--- src/hw/rtl/uer_pkg.sv ---
`default_nettype none
package uer_pkg;

	// measurement phase of the ranging sequence
	typedef enum logic [1:0] {
		PH_IDLE,
		PH_TRIG,
		PH_RISE,
		PH_HIGH
	} phase_t;

	// sequencer state of the controller
	typedef enum logic [1:0] {
		CS_WAIT,
		CS_DIV,
		CS_FIN
	} ctl_state_t;

	// register indexes on the configuration port
	typedef enum logic [1:0] {
		REG_TRIGGER_TICKS,
		REG_TIMEOUT_TICKS,
		REG_TICKS_PER_UNIT,
		REG_TIMEOUT_DISTANCE
	} reg_idx_t;

	localparam logic [7:0]  RST_TRIGGER_TICKS    = 8'd10;
	localparam logic [15:0] RST_TIMEOUT_TICKS    = 16'd30000;
	localparam logic [7:0]  RST_TICKS_PER_UNIT   = 8'd58;
	localparam logic [15:0] RST_TIMEOUT_DISTANCE = 16'd999;

	typedef struct packed {
		logic [7:0]  trigger_ticks;
		logic [15:0] timeout_ticks;
		logic [7:0]  ticks_per_unit;
		logic [15:0] timeout_distance;
	} cfg_t;

	// controller to datapath
	typedef struct packed {
		logic tick_go;
		logic div_step;
		logic div_load;
	} cmd_t;

	// datapath to controller
	typedef struct packed {
		logic need_div;
		logic div_last;
	} status_t;

endpackage
`default_nettype wire

--- src/hw/rtl/ultrasonic_echo_ranger.sv ---
`default_nettype none
// Channel    | Direction | Handshake            | Payload
// input      | in        | in_valid / in_ready  | start_req, echo
// result     | out       | out_valid / out_ready| trigger, busy_res, done_res, timed_out, distance
// config     | in        | APB write, pready=1  | paddr[3:2] register, pwdata
//
// Each tick request yields one result. A tick that ends an echo measurement
// runs a shift-subtract divider, one quotient bit per cycle, before its result
// is registered. Every other tick registers its result directly.
// arst_n clears phase, counter and last distance and loads register defaults.
// A result waiting on out_ready holds further tick requests off.
module ultrasonic_echo_ranger #(
	parameter int COUNT_BITS = 16
) (
	input  wire logic        clk,
	input  wire logic        arst_n,
	input  wire logic        in_valid,
	output logic             in_ready,
	input  wire logic        start_req,
	input  wire logic        echo,
	output logic             out_valid,
	input  wire logic        out_ready,
	output logic             trigger,
	output logic             busy_res,
	output logic             done_res,
	output logic             timed_out,
	output logic [15:0]      distance,
	input  wire logic        psel,
	input  wire logic        penable,
	input  wire logic        pwrite,
	input  wire logic [3:0]  paddr,
	input  wire logic [31:0] pwdata,
	output logic [31:0]      prdata,
	output logic             pready
);

	uer_pkg::cfg_t    cfg_q;
	uer_pkg::cmd_t    cmd;
	uer_pkg::status_t status;
	uer_pkg::reg_idx_t idx;

	assign pready = 1'b1;
	assign idx    = uer_pkg::reg_idx_t'(paddr[3:2]);

	// register writes
	always_ff @(posedge clk or negedge arst_n) begin
		if (!arst_n) begin
			cfg_q.trigger_ticks    <= uer_pkg::RST_TRIGGER_TICKS;
			cfg_q.timeout_ticks    <= uer_pkg::RST_TIMEOUT_TICKS;
			cfg_q.ticks_per_unit   <= uer_pkg::RST_TICKS_PER_UNIT;
			cfg_q.timeout_distance <= uer_pkg::RST_TIMEOUT_DISTANCE;
		end else if (psel && penable && pwrite) begin
			case (idx)
				uer_pkg::REG_TRIGGER_TICKS:    cfg_q.trigger_ticks    <= pwdata[7:0];
				uer_pkg::REG_TIMEOUT_TICKS:    cfg_q.timeout_ticks    <= pwdata[15:0];
				uer_pkg::REG_TICKS_PER_UNIT:   cfg_q.ticks_per_unit   <= pwdata[7:0];
				uer_pkg::REG_TIMEOUT_DISTANCE: cfg_q.timeout_distance <= pwdata[15:0];
				default: begin
				end
			endcase
		end
	end

	// register reads
	always_comb begin
		case (idx)
			uer_pkg::REG_TRIGGER_TICKS:    prdata = {24'd0, cfg_q.trigger_ticks};
			uer_pkg::REG_TIMEOUT_TICKS:    prdata = {16'd0, cfg_q.timeout_ticks};
			uer_pkg::REG_TICKS_PER_UNIT:   prdata = {24'd0, cfg_q.ticks_per_unit};
			uer_pkg::REG_TIMEOUT_DISTANCE: prdata = {16'd0, cfg_q.timeout_distance};
			default:                       prdata = 32'd0;
		endcase
	end

	uer_ctrl u_ctrl (
		.clk       (clk),
		.arst_n    (arst_n),
		.in_valid  (in_valid),
		.in_ready  (in_ready),
		.out_valid (out_valid),
		.out_ready (out_ready),
		.status    (status),
		.cmd       (cmd)
	);

	uer_dpath #(
		.COUNT_BITS (COUNT_BITS)
	) u_dpath (
		.clk       (clk),
		.arst_n    (arst_n),
		.cfg       (cfg_q),
		.cmd       (cmd),
		.status    (status),
		.start_req (start_req),
		.echo      (echo),
		.trigger   (trigger),
		.busy_res  (busy_res),
		.done_res  (done_res),
		.timed_out (timed_out),
		.distance  (distance)
	);

endmodule
`default_nettype wire

--- src/hw/rtl/uer_ctrl.sv ---
`default_nettype none
module uer_ctrl (
	input  wire logic           clk,
	input  wire logic           arst_n,
	input  wire logic           in_valid,
	output logic                in_ready,
	output logic                out_valid,
	input  wire logic           out_ready,
	input  wire uer_pkg::status_t status,
	output uer_pkg::cmd_t       cmd
);

	uer_pkg::ctl_state_t state_q, state_next;
	logic out_valid_q;
	logic tick_go;

	// take a request only when waiting and the result slot frees up
	assign in_ready  = (state_q == uer_pkg::CS_WAIT) && (!out_valid_q || out_ready);
	assign tick_go   = in_valid && in_ready;
	assign out_valid = out_valid_q;

	// next state
	always_comb begin
		state_next = state_q;
		case (state_q)
			uer_pkg::CS_WAIT: begin
				if (tick_go && status.need_div) state_next = uer_pkg::CS_DIV;
			end
			uer_pkg::CS_DIV: begin
				if (status.div_last) state_next = uer_pkg::CS_FIN;
			end
			uer_pkg::CS_FIN: begin
				state_next = uer_pkg::CS_WAIT;
			end
			default: begin
				state_next = uer_pkg::CS_WAIT;
			end
		endcase
	end

	// commands
	always_comb begin
		cmd = '0;
		case (state_q)
			uer_pkg::CS_WAIT: begin
				cmd.tick_go = tick_go;
			end
			uer_pkg::CS_DIV: begin
				cmd.div_step = 1'b1;
			end
			uer_pkg::CS_FIN: begin
				cmd.div_load = 1'b1;
			end
			default: begin
				cmd = '0;
			end
		endcase
	end

	// advance state and track the result slot
	always_ff @(posedge clk or negedge arst_n) begin
		if (!arst_n) begin
			state_q     <= uer_pkg::CS_WAIT;
			out_valid_q <= 1'b0;
		end else begin
			state_q <= state_next;
			if ((cmd.tick_go && !status.need_div) || cmd.div_load) begin
				out_valid_q <= 1'b1;
			end else if (out_ready) begin
				out_valid_q <= 1'b0;
			end
		end
	end

endmodule
`default_nettype wire

--- src/hw/rtl/uer_dpath.sv ---
`default_nettype none
module uer_dpath #(
	parameter int COUNT_BITS = 16
) (
	input  wire logic          clk,
	input  wire logic          arst_n,
	input  wire uer_pkg::cfg_t cfg,
	input  wire uer_pkg::cmd_t cmd,
	output uer_pkg::status_t   status,
	input  wire logic          start_req,
	input  wire logic          echo,
	output logic               trigger,
	output logic               busy_res,
	output logic               done_res,
	output logic               timed_out,
	output logic [15:0]        distance
);

	localparam int CW    = (COUNT_BITS > 16) ? COUNT_BITS : 16;
	localparam int STEPW = $clog2(COUNT_BITS);

	uer_pkg::phase_t phase_q, phase_next;
	logic [COUNT_BITS-1:0] cnt_q, cnt_next, cnt_inc;
	logic [15:0] last_dist_q;
	logic trig_n, done_n, tmo_n, div_n;
	logic limit_hit;

	logic [COUNT_BITS-1:0] dvd_q;
	logic [7:0]            rem_q, dvs_q, rem_next;
	logic                  dvs_zero_q;
	logic [STEPW-1:0]      step_q;
	logic [8:0]            trial;
	logic                  ge;
	logic [15:0]           quot;

	assign cnt_inc   = cnt_q + COUNT_BITS'(1);
	assign limit_hit = (CW'(cnt_q) >= CW'(cfg.timeout_ticks)) || (&cnt_q);

	// per-tick phase rule
	always_comb begin
		phase_next = phase_q;
		cnt_next   = cnt_q;
		trig_n     = 1'b0;
		done_n     = 1'b0;
		tmo_n      = 1'b0;
		div_n      = 1'b0;
		case (phase_q)
			uer_pkg::PH_IDLE: begin
				if (start_req) begin
					trig_n = 1'b1;
					if (cfg.trigger_ticks <= 8'd1) begin
						phase_next = uer_pkg::PH_RISE;
						cnt_next   = '0;
					end else begin
						phase_next = uer_pkg::PH_TRIG;
						cnt_next   = COUNT_BITS'(1);
					end
				end
			end
			uer_pkg::PH_TRIG: begin
				trig_n = 1'b1;
				if (cnt_inc >= COUNT_BITS'(cfg.trigger_ticks)) begin
					phase_next = uer_pkg::PH_RISE;
					cnt_next   = '0;
				end else begin
					cnt_next = cnt_inc;
				end
			end
			uer_pkg::PH_RISE: begin
				if (echo) begin
					phase_next = uer_pkg::PH_HIGH;
					cnt_next   = COUNT_BITS'(1);
				end else if (limit_hit) begin
					done_n = 1'b1;
					tmo_n  = 1'b1;
				end else begin
					cnt_next = cnt_inc;
				end
			end
			uer_pkg::PH_HIGH: begin
				if (!echo) begin
					done_n = 1'b1;
					div_n  = 1'b1;
				end else if (limit_hit) begin
					done_n = 1'b1;
					tmo_n  = 1'b1;
				end else begin
					cnt_next = cnt_inc;
				end
			end
			default: begin
				phase_next = uer_pkg::PH_IDLE;
			end
		endcase
		if (tmo_n || div_n) begin
			phase_next = uer_pkg::PH_IDLE;
			cnt_next   = '0;
		end
	end

	assign status.need_div = div_n;
	assign status.div_last = (step_q == '0);

	// restoring division step, one quotient bit per cycle
	assign trial    = {rem_q, dvd_q[COUNT_BITS-1]};
	assign ge       = trial >= {1'b0, dvs_q};
	assign rem_next = ge ? 8'(trial - {1'b0, dvs_q}) : trial[7:0];

	// saturate the quotient, all ones for a zero divisor
	always_comb begin
		if (dvs_zero_q || (CW'(dvd_q) > CW'(16'hFFFF))) begin
			quot = 16'hFFFF;
		end else begin
			quot = 16'(dvd_q);
		end
	end

	// measurement state
	always_ff @(posedge clk or negedge arst_n) begin
		if (!arst_n) begin
			phase_q     <= uer_pkg::PH_IDLE;
			cnt_q       <= '0;
			last_dist_q <= '0;
		end else begin
			if (cmd.tick_go) begin
				phase_q <= phase_next;
				cnt_q   <= cnt_next;
				if (tmo_n) last_dist_q <= cfg.timeout_distance;
			end
			if (cmd.div_load) last_dist_q <= quot;
		end
	end

	// divider registers
	always_ff @(posedge clk) begin
		if (cmd.tick_go && div_n) begin
			dvd_q      <= cnt_q;
			rem_q      <= '0;
			dvs_q      <= cfg.ticks_per_unit;
			dvs_zero_q <= (cfg.ticks_per_unit == 8'd0);
			step_q     <= STEPW'(COUNT_BITS - 1);
		end else if (cmd.div_step) begin
			dvd_q  <= {dvd_q[COUNT_BITS-2:0], ge};
			rem_q  <= rem_next;
			step_q <= step_q - STEPW'(1);
		end
	end

	// result payload
	always_ff @(posedge clk) begin
		if (cmd.tick_go) begin
			trigger   <= trig_n;
			busy_res  <= (phase_next != uer_pkg::PH_IDLE);
			done_res  <= done_n;
			timed_out <= tmo_n;
			if (!div_n) distance <= tmo_n ? cfg.timeout_distance : last_dist_q;
		end
		if (cmd.div_load) distance <= quot;
	end

endmodule
`default_nettype wire

--- config.mk ---
export PLATFORM = sky130hd
export DESIGN_NAME = ultrasonic_echo_ranger
export DESIGN_NICKNAME = d
export VERILOG_FILES = /design/src/hw/rtl/uer_pkg.sv /design/src/hw/rtl/ultrasonic_echo_ranger.sv /design/src/hw/rtl/uer_ctrl.sv /design/src/hw/rtl/uer_dpath.sv
export SDC_FILE = /design/constraint.sdc
export NUM_CORES = 1
export LEC_CHECK = 0
export ABC_AREA = 1
export BUFFER_PORTS_ARGS = -buffer_cell sky130_fd_sc_hd__clkbuf_2
export CAP_MARGIN = 15
export CORE_ASPECT_RATIO = 1.5
export CORE_MARGIN = 5
export CORE_UTILIZATION = 40
export CTS_CLUSTER_DIAMETER = 120
export DETAILED_ROUTE_END_ITERATION = 12
export GPL_TIMING_DRIVEN = 0
export PLACE_DENSITY = 0.66
export SYNTH_ARGS = -nofsm -noshare
export SYNTH_HDL_FRONTEND = slang
export SYNTH_SLANG_ARGS = --single-unit
--- constraint.sdc ---
create_clock -name clk -period 3 [get_ports clk]
set_input_delay 0.6 -clock clk [delete_from_list [all_inputs] [get_ports clk]]
set_output_delay 0.6 -clock clk [all_outputs]
set_load 0.03 [all_outputs]
==> out/metrics.yaml <==
p_leak_nw: 4.52
dp_cells: 1320
hold_buffers: 0
clock-sinks: 142
crit_type: "input port to output pin"
multiInputGateArea_um2: 3640
dp_hpwl_mm: 17.3
cap_viol_max_count: 0
fill_cells: 1965
cts_setup_buffers: 0
tritoncts: "done"
first_pass_iters: 5
drtIter0Drc: 431
design_area_um2: 9380
fin_crit_sh_pct: 96.4
holdWs_ns: 0.212
post_dp_cell_area_um2: 8770
critPathCaptureType: "output pin"
wl_per_cell_um: 16.5
fin_util_pct: 47.4
overflow: 0
cts-root-buf: "clkbuf_16"
fp-row-count: 63
required_ns: 2.40
grt_pass1_vias: 6775
syn_area_per_cell_um2: 8.20
stdcell_count: 1351
cp.arrival_ns: 2.29
boundaryPins: 100
fin_ws_ns: 0.107
via_per_inst: 5.07
dieWidth_um: 126
insertedDiodeCount: 0
place_ws_ns: -0.119
synthTopCellsByCount: "nand2_1 (306), inv_1 (113), o21ai_0 (94)"
synth.cell_area_um2: 8030
hold_viol_final: 0
synth_warnings: 0
cts_inserted_buffers: 17
fin_nets: 1158
setup_viol: 0
syn_inst: 979
portBuffers: 64
register_area_um2: 3750
start_util_pct: 40.6
start_kind: "input port"
h-tree-depth: 4
slew_violations: 0
clk_pin_slew_ns: 0.07
antenna_found_initial: 0
timing.rr.start: "u_ctrl.out_valid$_DFFE_PN0P_"
dieHeight_um: 184
cts_resized: 1
routed_wl_mm: 22.3
drc: 0
crit_start: "paddr[3]"
outcome: "finished, final reports clean"
synth.distinct_cells: 51
fmax_mhz: 346
seq_area_frac_synth_pct: 46.6
cp_max_fo: 10
tns_ns: 0
yosys_most_used_dff: "dfrtp_1"
fin_crit_ns: 2.89
powerDensity_nw_per_um2: 828
hold_class: "input port to async pin"
place_congestion: 0.926
grt_max_degree: 48
clock_latency_ns: 0.44
grt_use_total_pct: 19.7
final_antenna_net_count: 0
yosysMostFrequentCell: "nand2_1"
area_growth_pct: 16.8
drive_gt1_share_pct: 18.6
grt_setup_unrepaired: "false"
synth_area_leader_cell: "dfrtp_1"
synth_seq_cells: 142
die-area_um2: 23100
async_reset_ff_share_pct: 59.9
vdd_drop_max_uv: 474
grt_first_pass_wirelength_mm: 35.6
dr_total_vias: 6850
maxSlewHeadroom_pct: 37.1
power_mw: 7.77
cts.path.max_buffers: 2
synth_edf_count: 45
tightest_slew_ns: 0.944
yosysTopAreaCellShare_pct: 19.9
worst_clock_skew_ns: 0.0114
synth_area_leaders: "dfrtp_1 (20%), edfxtp_1 (17%), nand2_1 (14%)"
core_um2: 19800
where the power goes:
part,switching [mW],internal [mW]
logic,1.78,0.840
registers,0.349,2.66
clock network,0.909,1.24
critical path: stages:
cell and delay, ns:
clkbuf_2 0.09, clkbuf_1 0.37, nor2_2 0.16, inv_1 0.10
clkbuf_1 0.45, o21ai_0 0.27, clkbuf_2 0.24
sequential cells by signal, summed over array words and instances, names as in the netlist:
signal,count
cfg_q,48
u_dpath.cnt_q,16
u_dpath.distance,16
u_dpath.dvd_q,16
u_dpath.last_dist_q,16
u_dpath.dvs_q,8
u_dpath.rem_q,8
u_dpath.step_q,4
u_ctrl.state_q,2
u_dpath.phase_q,2
u_ctrl.out_valid,1
u_dpath.busy_res,1
u_dpath.done_res,1
u_dpath.dvs_zero_q,1
u_dpath.timed_out,1
u_dpath.trigger,1
final cells by class:
class	count	area share, %
clock inverters	12	1.33
flip-flops and latches	142	39.9
repair buffers	66	3.85
clock buffers	20	4.99
well taps	260	3.47
inverters	121	4.84
plain buffers	42	2.72
multi-input cells	688	38.9
placed cells by master (no fill, tap or decap), types with 21 or more instances in the layout:
cell type    n
dfstp_2     21
inv_1      113
edfxtp_1    45
nand2_1    306
clkbuf_2    63
nor2_1      37
ha_1        34
dfrtp_1     62
nand3_1     52
a21oi_1     24
o21ai_0     92
cells by family after synthesis:
kind of cell / synth area share [%]
other: 0.0935
adder cells (fa/ha/maj): 5.55
flip-flops: 46.6
buffers and inverters: 8.88
XOR/XNOR: 1.51
AND/OR/NAND/NOR: 25.1
AO/OA/AOI/OAI: 12.2
final timing paths:
kind                                                 endpoint  slack (ns)  cells past startpoint
worst min register to register  u_dpath.rem_q[7]$_SDFFE_PP0P_        0.47                      2
min in group clk                        cfg_q[37]$_DFFE_PN1P_        0.42                      3
worst max register to register    u_dpath.dvd_q[13]$_DFFE_PP_        0.27                      8
worst min-delay path                    cfg_q[45]$_DFFE_PN0P_        0.21                      1
worst max-delay path                                prdata[9]        0.11                      7
max in group asynchronous                cfg_q[8]$_DFFE_PN1P_        2.06                      2
metal layers:
layer,track usage [%],wire length (µm),vias to the layer above
met3,3.49,929,67
li1,-,-,3367
met1,21.5,8620,3226
met2,36.0,11500,190
met5,0,0,-
met4,10.9,1170,0
No activity file was read; power rests on OpenSTA's default activity.
